### config.mk
export PLATFORM = sky130hd
export DESIGN_NAME = cht_queue
export DESIGN_NICKNAME = d
export VERILOG_FILES = /design/src/rtl/chained_hash_table_core_defines.svh /design/src/rtl/cht_pkg.sv /design/src/rtl/cht_queue.sv
export SDC_FILE = /design/constraint.sdc
export NUM_CORES = 1
export LEC_CHECK = 0
export BUFFER_PORTS_ARGS = -buffer_cell sky130_fd_sc_hd__buf_2
export CAP_MARGIN = 20
export CORE_ASPECT_RATIO = 0.9
export CORE_MARGIN = 1.5
export CORE_UTILIZATION = 54
export CTS_BUF_LIST = sky130_fd_sc_hd__clkbuf_4 sky130_fd_sc_hd__clkbuf_8
export CTS_CLUSTER_DIAMETER = 80
export DETAILED_ROUTE_END_ITERATION = 8
export PLACE_DENSITY = 0.86
export SYNTH_ARGS = -nofsm -noshare
export SYNTH_HDL_FRONTEND = slang
export SYNTH_SLANG_ARGS = --single-unit
### constraint.sdc
create_clock -name i_clk -period 3.1 [get_ports i_clk]
set_clock_uncertainty 0.15 [all_clocks]
set_input_delay 0.31 -clock i_clk [delete_from_list [all_inputs] [get_ports i_clk]]
set_output_delay 0.31 -clock i_clk [all_outputs]
set_load 0.02 [all_outputs]
### src/rtl/chained_hash_table_core_defines.svh
// Assertion macros used by the hash table back end
`ifndef CHAINED_HASH_TABLE_CORE_DEFINES_SVH
`define CHAINED_HASH_TABLE_CORE_DEFINES_SVH

// Same-cycle implication, checked on every rising clock outside reset
`define CHT_ASSERT_IMPL(label, ante, cons) \
    label: assert property (@(posedge i_clk) disable iff (!i_rst_n) (ante) |-> (cons)) \
        else $error("hash table check failed");

// Next-cycle implication, checked on every rising clock outside reset
`define CHT_ASSERT_NEXT(label, ante, cons) \
    label: assert property (@(posedge i_clk) disable iff (!i_rst_n) (ante) |=> (cons)) \
        else $error("hash table check failed");

`endif

### src/rtl/cht_pkg.sv
`default_nettype none
package cht_pkg;

    // default sizes of the table
    localparam int NUM_BINS_DEF    = 64;
    localparam int MAX_ENTRIES_DEF = 256;

    // field widths
    localparam int CMD_W    = 2;
    localparam int STATUS_W = 2;
    localparam int KEY_W    = 32;
    localparam int DATA_W   = 32;

    // command codes
    localparam logic [CMD_W-1:0] CMD_INSERT = 2'd0;
    localparam logic [CMD_W-1:0] CMD_LOOKUP = 2'd1;
    localparam logic [CMD_W-1:0] CMD_REMOVE = 2'd2;

    // status codes
    localparam logic [STATUS_W-1:0] STAT_OK   = 2'd0;
    localparam logic [STATUS_W-1:0] STAT_MISS = 2'd1;
    localparam logic [STATUS_W-1:0] STAT_FULL = 2'd2;

    typedef struct packed {
        logic [CMD_W-1:0]  command;
        logic [KEY_W-1:0]  key;
        logic [DATA_W-1:0] data_in;
    } t_in;

    typedef struct packed {
        logic [STATUS_W-1:0] status;
        logic [DATA_W-1:0]   data_out;
    } t_out;

endpackage
`default_nettype wire

### src/rtl/cht_queue.sv
`default_nettype none
module cht_queue #(
    parameter int BIN_W = 6
) (
    input  wire logic             i_clk,
    input  wire logic             i_rst_n,
    input  wire logic             i_valid,
    output logic                  o_ready,
    input  wire cht_pkg::t_in     i_item,
    input  wire logic [BIN_W-1:0] i_bin,
    output logic                  o_valid,
    input  wire logic             i_ready,
    output cht_pkg::t_in          o_item,
    output logic [BIN_W-1:0]      o_bin
);
    import cht_pkg::*;

    localparam int DEPTH = 2;
    localparam int PW    = $clog2(DEPTH);
    localparam int CW    = $clog2(DEPTH + 1);

    t_in              r_item [DEPTH];
    logic [BIN_W-1:0] r_bin  [DEPTH];
    logic [PW-1:0]    r_wp;
    logic [PW-1:0]    r_rp;
    logic [CW-1:0]    r_cnt;
    logic             w_push;
    logic             w_pop;

    assign o_ready = (r_cnt != CW'(DEPTH));
    assign o_valid = (r_cnt != '0);
    assign o_item  = r_item[r_rp];
    assign o_bin   = r_bin[r_rp];
    assign w_push  = i_valid && o_ready;
    assign w_pop   = o_valid && i_ready;

    // store a pushed item
    always_ff @(posedge i_clk) begin
        if (w_push) begin
            r_item[r_wp] <= i_item;
            r_bin[r_wp]  <= i_bin;
        end
    end

    // advance pointers and count
    always_ff @(posedge i_clk) begin
        if (!i_rst_n) begin
            r_wp  <= '0;
            r_rp  <= '0;
            r_cnt <= '0;
        end else begin
            if (w_push) begin
                r_wp <= r_wp + PW'(1);
            end
            if (w_pop) begin
                r_rp <= r_rp + PW'(1);
            end
            if (w_push && !w_pop) begin
                r_cnt <= r_cnt + CW'(1);
            end else if (w_pop && !w_push) begin
                r_cnt <= r_cnt - CW'(1);
            end
        end
    end

endmodule
`default_nettype wire

==> results.yml <==
hold_path:
  whs_path_depth: 3
  worstHoldStart: "i_valid"
  hold_class: "input pin to register"
  worstHoldEndpoint: "r_wp"
yosys:
  synth_edf_count: 144
  syn_area_um2: 5430
  yosys_register_bits: 149
  synth_top_family_by_area: "multiplexers"
  yosysTopAreaCellShare: 0.797
  yosysUniqueCellTypes: 20
  yosys-top-cells-area: "edfxtp_1, mux2_2, dfxtp_1"
  ys_seq_area_frac: 0.815
  syn_nets: 325
  synth-simple-area-share: 0.0120
  synth_area_per_cell_um2: 21.9
  synthArstFlopShare: 0
  synth_top_flop_cell: "edfxtp_1"
  post_synth_xor_area_fraction: 0.00484
  ys_warn_count: 0
  synth_mux_area_frac: 0.149
  synth_top_area_cell: "edfxtp_1"
  syn_inst: 248
  yosys.area_share.adder: 0.00231
  synth_compound_gate_area_share: 0.00645
global_route:
  grt_use_total: 0.202
  antenna_found_initial: 0
  overflow: 0
  grt_max_degree: 73
  grt_pass1_vias: 3292
  grt_pass1_wl_mm: 15.8
floorplanning:
  die_w_um: 109
  start_util: 0.557
  die_area_um2: 10700
  pin_count: 150
  core_area_um2: 9740
  dieHeight_um: 98.1
  row_count: 34
sta:
  relSlewSlack: 0.568
  rsz0062_at_grt: "false"
  fin_crit_sh: 0.793
  max_slew.worst_pin.slew_ps: 648
  clock.fmax_mhz: 407
  finalSetupTns_ps: 0
  setup_ws_ps: 641
  period_minus_slack_ps: 2460
  setup_violations: 0
  finalHoldViolCount: 0
  whs_ps: 66.4
  drv_slew: 0
route:
  drtIter0Drc: 73
  vias: 3075
  viasPerCell: 4.94
  antenna_left: 0
  firstDrtPassIters: 4
  wl_per_cell_um: 16.7
  drcViolationCount: 0
  wl_mm: 10.4
clocking:
  clk_latency_ps: 410
  cts_buffers: 17
  cts-root-buf: "clkbuf_8"
  cts_sinks: 149
  clkTransAtPathRegs_ps: 80
  post_cts_resized: 0
  htree_num_levels: 4
  cts_buffer_depth: 2
  tritoncts: "yes"
worst_setup_path:
  end_kind: "primary output"
  critPathArrivalTime_ps: 2000
  ff2ff_setup_slack_ps: 1180
  path_depth: 3
  cp_data_required_time_ps: 2640
  worst_path_dominant_cell_family: "flip-flops"
  startpoint_type: "register"
  cp.buffers_inverters: 2
  critPathKind: "register to primary output"
  critPathMaxStageDelay_ps: 780
  r2r_cells: 3
  path_cells: "buf_12 > mux2_2 > buf_2"
  crit_slowest_cell: "dfxtp_4"
  cp_max_fo: 47
  reg2reg_from: "r_cnt[0]"
  r2r-end: "r_item[1][6]"
finish:
  instances_no_fill: 623
  n_antenna_cell: 0
  drive_gt1_frac: 0.521
  syn_to_final_growth_pct: 38.5
  final_common_cell: "buf_2"
  nNetsFinal: 561
  utilization: 0.772
  final_cell_mix: "buf_2, edfxtp_1, dlygate4sd3_1, mux2_2, clkbuf_8"
  fin_area_um2: 7520
power_and_ir_drop:
  total_power_mw: 5.83
  power_density_nw_per_um2: 775
  peakVddDrop_uv: 575
  leakagePower_nw: 2.83
place:
  gp_congestion: 0.685
  dp_cells: 518
  dp_hpwl_mm: 5.93
  detailed_place.area_um2: 6350
  pre_cts_slack_ps: 1050
  io_buffers: 149
run:
  cap_violations: 0
run_status:
  outcome: "complete, no violations"
-- worst max-delay path by stage --
stage,endpoint,slack [ps]
6_report,o_item[55],640
5_1_grt,o_item[55],520
4_1_cts,o_item[52],580
3_5_place_dp,o_item[52],1050
3_3_place_gp,o_item[52],1040
2_1_floorplan,r_bin[1][0],170
-- worst min-delay path, cell delays in order --
cell and delay, ps:
buf_2 100, a21bo_2 110, a21boi_0 60
-- where the power goes --
part / switching, mW / internal [mW]
Sequential: 0.156 / 2.52
Combinational: 0.855 / 0.698
Clock: 0.718 / 0.884
Total: 1.73 / 4.10
-- synth_stat cells (all sizes together) (2+ instances only) --
cell      n
edfxtp  144
a21boi    2
xnor2     2
mux2     72
dfxtp     5
buf       8
and2      4
o21ai     2
-- cell families after synthesis --
family | after synthesis
flops | 149
mux | 72
buf+inv | 9
simple gates | 9
compound gates | 5
xor+xnor | 3
fa+ha+maj | 1
-- cell type report --
class	instances	area (µm²)
inverter	1	3.75
sequential	149	4430
clock inverter	15	201
fill	545	2230
multi-input combinational	90	955
clock buffer	17	234
timing repair buffer	225	1540
tap	126	158
-- repair_timing --
item / 4_1_cts / 5_1_grt
setup endpoints to repair: 0 / 0
hold buffers: 73 / 0
hold endpoints to repair: 147 / 0
buffers inserted: 0 / 0
-- metal layers --
metal,part of all wire,GRT usage,up-vias
met1,0.39,0.213,1501
li1,-,-,1457
met4,0.0091,0.0617,0
met5,0,0,-
met2,0.55,0.376,105
met3,0.056,0.0661,12
-- flip-flops by register name, summed over array words and instances, names as in the netlist, named ones only --
| name | cells |
|---|---|
| r_item | 132 |
| r_bin | 12 |
| r_cnt | 2 |
| r_rp | 1 |
| r_wp | 1 |
No activity file was read; power rests on OpenSTA's default activity.
