**config.mk**
```make
export PLATFORM = sky130hd
export DESIGN_NAME = cht_front
export DESIGN_NICKNAME = d
export VERILOG_FILES = /design/src/rtl/chained_hash_table_core_defines.svh /design/src/rtl/cht_pkg.sv /design/src/rtl/cht_front.sv
export SDC_FILE = /design/constraint.sdc
export NUM_CORES = 1
export LEC_CHECK = 0
export BUFFER_PORTS_ARGS = -buffer_cell sky130_fd_sc_hd__buf_2
export CORE_UTILIZATION = 45
export CTS_CLUSTER_SIZE = 24
export DETAILED_ROUTE_END_ITERATION = 6
export PLACE_DENSITY_LB_ADDON = 0.05
export SLEW_MARGIN = 20
export SYNTH_ARGS = -nofsm -noshare
export SYNTH_HDL_FRONTEND = slang
export SYNTH_SLANG_ARGS = --single-unit
```
**constraint.sdc**
```tcl
create_clock -name i_clk -period 9.49 [get_ports i_clk]
set_clock_uncertainty 0.15 [all_clocks]
set_input_delay 1.898 -clock i_clk [delete_from_list [all_inputs] [get_ports i_clk]]
set_output_delay 1.898 -clock i_clk [all_outputs]
set_load 0.005 [all_outputs]
```
**src/rtl/chained_hash_table_core_defines.svh**
```systemverilog
// Assertion macros used by the hash table back end
`ifndef CHAINED_HASH_TABLE_CORE_DEFINES_SVH
`define CHAINED_HASH_TABLE_CORE_DEFINES_SVH

// Same-cycle implication, checked on every rising clock outside reset
`define CHT_ASSERT_IMPL(label, ante, cons) \
    label: assert property (@(posedge i_clk) disable iff (!i_rst_n) (ante) |-> (cons)) \
        else $error("hash table check failed");

// Next-cycle implication, checked on every rising clock outside reset
`define CHT_ASSERT_NEXT(label, ante, cons) \
    label: assert property (@(posedge i_clk) disable iff (!i_rst_n) (ante) |=> (cons)) \
        else $error("hash table check failed");

`endif

```
**src/rtl/cht_pkg.sv**
```systemverilog
`default_nettype none
package cht_pkg;

    // default sizes of the table
    localparam int NUM_BINS_DEF    = 64;
    localparam int MAX_ENTRIES_DEF = 256;

    // field widths
    localparam int CMD_W    = 2;
    localparam int STATUS_W = 2;
    localparam int KEY_W    = 32;
    localparam int DATA_W   = 32;

    // command codes
    localparam logic [CMD_W-1:0] CMD_INSERT = 2'd0;
    localparam logic [CMD_W-1:0] CMD_LOOKUP = 2'd1;
    localparam logic [CMD_W-1:0] CMD_REMOVE = 2'd2;

    // status codes
    localparam logic [STATUS_W-1:0] STAT_OK   = 2'd0;
    localparam logic [STATUS_W-1:0] STAT_MISS = 2'd1;
    localparam logic [STATUS_W-1:0] STAT_FULL = 2'd2;

    typedef struct packed {
        logic [CMD_W-1:0]  command;
        logic [KEY_W-1:0]  key;
        logic [DATA_W-1:0] data_in;
    } t_in;

    typedef struct packed {
        logic [STATUS_W-1:0] status;
        logic [DATA_W-1:0]   data_out;
    } t_out;

endpackage
`default_nettype wire

```
**src/rtl/cht_front.sv**
```systemverilog
`default_nettype none
module cht_front #(
    parameter int NUM_BINS = cht_pkg::NUM_BINS_DEF,
    parameter int BIN_W    = $clog2(NUM_BINS)
) (
    input  wire logic             i_clk,
    input  wire logic             i_rst_n,
    input  wire logic             i_enable,
    input  wire logic             i_valid,
    output logic                  o_ready,
    input  wire cht_pkg::t_in     i_item,
    output logic                  o_valid,
    input  wire logic             i_ready,
    output cht_pkg::t_in          o_item,
    output logic [BIN_W-1:0]      o_bin
);
    import cht_pkg::*;

    typedef enum logic [4:0] {
        F_IDLE = 5'b00001,
        F_HASH = 5'b00010,
        F_MUL  = 5'b00100,
        F_MOD  = 5'b01000,
        F_PUSH = 5'b10000
    } t_fstate;

    // reciprocal of the bin count scaled by 2^(KEY_W+BIN_W); its bit KEY_W is always set
    localparam int               QW         = KEY_W + 1 - BIN_W;
    localparam logic [63:0]      RECIP_FULL = (64'd1 << (KEY_W + BIN_W)) / 64'(NUM_BINS);
    localparam logic [KEY_W-1:0] RECIP_LO   = RECIP_FULL[KEY_W-1:0];
    localparam logic [BIN_W:0]   NB_EXT     = (BIN_W+1)'(NUM_BINS);

    t_fstate              r_state;
    t_in                  r_item;
    logic [KEY_W-1:0]     r_rest;
    logic [KEY_W-1:0]     r_hash;
    logic [QW-1:0]        r_quot;
    logic [BIN_W-1:0]     r_rem;
    logic [KEY_W-1:0]     n_hash;
    logic [2*KEY_W-1:0]   w_part;
    logic [2*KEY_W:0]     w_prod;
    logic [QW-1:0]        n_quot;
    logic [BIN_W:0]       w_qn;
    logic [BIN_W:0]       w_rp;
    logic [BIN_W:0]       w_rc;
    logic [BIN_W-1:0]     n_rem;

    // hash step: h*3 + low digit of the remaining key
    assign n_hash = r_hash + {r_hash[KEY_W-2:0], 1'b0} + {{(KEY_W-2){1'b0}}, r_rest[1:0]};

    // quotient estimate: hash times the reciprocal, low by at most one
    assign w_part = {{KEY_W{1'b0}}, r_hash} * {{KEY_W{1'b0}}, RECIP_LO};
    assign w_prod = {1'b0, r_hash, {KEY_W{1'b0}}} + {1'b0, w_part};
    assign n_quot = w_prod[2*KEY_W:KEY_W+BIN_W];

    // remainder from the low bits only, then one compare-subtract
    assign w_qn  = r_quot[BIN_W:0] * NB_EXT;
    assign w_rp  = r_hash[BIN_W:0] - w_qn;
    assign w_rc  = (w_rp >= NB_EXT) ? (w_rp - NB_EXT) : w_rp;
    assign n_rem = w_rc[BIN_W-1:0];

    assign o_ready = (r_state == F_IDLE) && i_enable;
    assign o_valid = (r_state == F_PUSH);
    assign o_item  = r_item;
    assign o_bin   = r_rem;

    // sequence accept, hash, quotient, remainder and hand-off
    always_ff @(posedge i_clk) begin
        if (!i_rst_n) begin
            r_state <= F_IDLE;
        end else begin
            case (r_state)
                F_IDLE: begin
                    if (i_valid && o_ready) begin
                        r_item  <= i_item;
                        r_rest  <= i_item.key;
                        r_hash  <= '0;
                        r_state <= F_HASH;
                    end
                end
                F_HASH: begin
                    if (r_rest == '0) begin
                        r_state <= F_MUL;
                    end else begin
                        r_hash <= n_hash;
                        r_rest <= r_rest >> 2;
                    end
                end
                F_MUL: begin
                    r_quot  <= n_quot;
                    r_state <= F_MOD;
                end
                F_MOD: begin
                    r_rem   <= n_rem;
                    r_state <= F_PUSH;
                end
                F_PUSH: begin
                    if (i_ready) begin
                        r_state <= F_IDLE;
                    end
                end
                default: begin
                    r_state <= F_IDLE;
                end
            endcase
        end
    end

endmodule
`default_nettype wire

```
==> metrics.md <==
| Metric | Value |
|---|---|
| DR iter-0 viols | 85 |
| Final worst slack | 5.16 ns |
| Worst r2r dst | r_hash[4]$_SDFFCE_PN0P_ |
| Peak VDD IR | 0.139 mV |
| Worst slack at placement | 5.16 ns |
| Grt ovf | 0 |
| CTS resizes | 0 |
| Syn Area/Cell | 15.0 µm² |
| Period utilisation layout | 0.456 |
| Final setup viols | 0 |
| DRC | 0 |
| CTS tree | done |
| Layout cell share with drive strength beyond 1 | 0.404 |
| TritonCTS buffer count | 17 |
| Initial antenna violation count | 0 |
| Post-DP HPWL | 5.38 mm |
| R2r setup slk | 6.74 ns |
| Starting Density | 0.468 |
| Worst Setup End Kind | output port |
| Post-synth EDFFs | 110 |
| Number of port buffers | 144 |
| DR WL/cell | 13.5 µm |
| CP required | 7.44 ns |
| Reg2Reg Depth | 4 |
| Detailed-route via count | 2726 |
| Area leader, netlist | edfxtp_1 |
| Main synth FF type | edfxtp_1 |
| RSZ-0062 raised after global routing | false |
| Dominant cells by area after synthesis | edfxtp_1, nand2_1, dfxtp_1, ha_1, nor4_1 |
| Num rows | 35 |
| First-pass GRT wire length | 12.1 mm |
| Die W | 100 µm |
| CTS hold repair buffers | 0 |
| Die footprint | 10100 µm² |
| Clock slew at reported path FFs | 0.05 ns |
| Post-Syn Instances | 290 |
| Cell count after placement | 557 |
| Outcome | finished, final reports clean |
| Placeable Area | 9330 µm² |
| Final GP Congestion | 0.706 |
| Max Slew Vio Count | 0 |
| Pin count of the biggest net entering global routing | 69 |
| WP data arrival | 2.28 ns |
| Leakage power | 2.41 nW |
| Most frequent cell after synthesis | edfxtp_1 |
| Worst skew pair latency | 0.51 ns |
| H-tree levels | 4 |
| Vias in the first global route | 2540 |
| Hold path startpoint | r_hash[5]$_SDFFCE_PN0P_ |
| FF-to-FF Start | r_state[4]$_SDFFE_PN0P_ |
| Min-Delay Endpoint | o_bin[5]$_DFFE_PP_ |
| Nets@finish | 528 |
| Yosys top cell area share | 0.757 |
| Fin cells | 589 |
| Commonest cells in the netlist | edfxtp_1, nand2_1, nor4_1, ha_1, inv_1 |
| Cell Pwr Density | 226 nW/µm² |
| Maximum clock rate | 231 MHz |
| Hold Crit Class | flip-flop to flip-flop |
| Diodes inserted | 0 |
| Clock Tree Root | clkbuf_8 |
| Max cap viols | 0 |
| Critical path peak fanout | 3 |
| Drt first pass iters | 4 |
| Total GRT Usage | 0.164 |
| Final worst path period need | 4.33 ns |
| DR vias/cell | 4.63 |
| Post-synthesis sequential area ratio | 0.780 |
| Total negative slack | 0 ns |
| Slew @ Worst Pin | 1.09 ns |
| Drt total wl | 7.97 mm |
| Syn nets | 371 |
| Setup bufs post-CTS | 0 |
| FILL cells | 756 |
| Hold depth | 0 |
| Sink Count | 115 |
| Final hold violation count | 0 |
| Die Y | 100 µm |
| Antenna Nets Post-Route | 0 |
| Async SR Flop Fraction | 0 |
| Area Overhead vs Synth | 33.0% |
| Synth warn | 0 |
| Max_slew headroom | 0.271 |
| Count of unique library cells instantiated by Yosys | 35 |
| Startpoint Class | input pin |
| Yosys reg bits | 115 |
| IO Pins | 145 |
| Pwr Total | 1.31 mW |
| Syn Std Cell Area | 4360 µm² |
| Crit Path Class | input pin to output port |
| Clk buf depth | 2 |
worst max-delay path, cell delays in order:
cell and delay, ns:
buf_2 0.11, and2_2 0.16, buf_2 0.12
metrics by stage:
stage | hold slack (ns) | utilization | cell area, µm²
floorplan | 0.299 | - | 4360
global placement | 0.316 | 0.558 | 5200
detailed placement | 0.311 | 0.558 | 5210
CTS | 0.325 | 0.622 | 5800
global route | 0.351 | 0.622 | 5800
finish | 0.324 | 0.622 | 5800
layout make-up:
| cell class | count | area (µm²) | share of cell area |
|---|---|---|---|
| clock inverters | 14 | 179 | 0.0308 |
| multi-input cells | 160 | 883 | 0.152 |
| well taps | 129 | 161 | 0.0278 |
| repair buffers | 145 | 728 | 0.125 |
| inverters | 8 | 30.0 | 0.00517 |
| clock buffers | 18 | 418 | 0.0720 |
| flip-flops and latches | 115 | 3400 | 0.586 |
state kept, by name, indices dropped and copies added, names as in the netlist:
signal / count
o_bin: 6
o_item: 66
r_rest: 32
r_hash: 6
r_state: 5
cell families after synthesis:
kind of cell    synth area share
compound gates            0.0161
xor+xnor                 0.00803
fa+ha+maj                 0.0321
buf+inv                   0.0206
flops                      0.780
simple gates               0.143
layout by cell type (no fill, tap or decap), drive strengths merged, types with 3 or more instances in the layout:
cell,count
dfxtp,5
nor2b,4
ha,8
inv,12
nand2,95
edfxtp,110
and4,3
nor3,3
bufinv,3
clkinv,4
and2,5
buf,145
nor2,6
clkinvlp,3
nor4,10
clkbuf,18
worst max-delay path by stage:
stage | start | end | slack, ns | cells after the start
final | i_enable | o_ready | 5.16 | 3
after global routing | i_enable | o_ready | 5.14 | 3
after CTS | i_enable | o_ready | 5.16 | 3
after detailed placement | i_enable | o_ready | 5.16 | 3
after global placement | i_enable | o_ready | 5.16 | 3
after floorplan | i_rst_n | r_hash[0]$_SDFFCE_PN0P_ | 5.17 | 2
per-layer routing:
layer,vias to the layer above,routed length [µm],GRT usage
met5,-,0,0
met4,0,90,0.0702
met3,8,474,0.0673
met2,82,3850,0.252
met1,1272,3560,0.204
li1,1364,-,-
report_power, final:
group | internal (mW) | switching [mW]
clock network | 0.403 | 0.230
logic | 0.0355 | 0.0447
registers | 0.586 | 0.0102
total | 1.02 | 0.284
(Power assumes the default switching activity.)
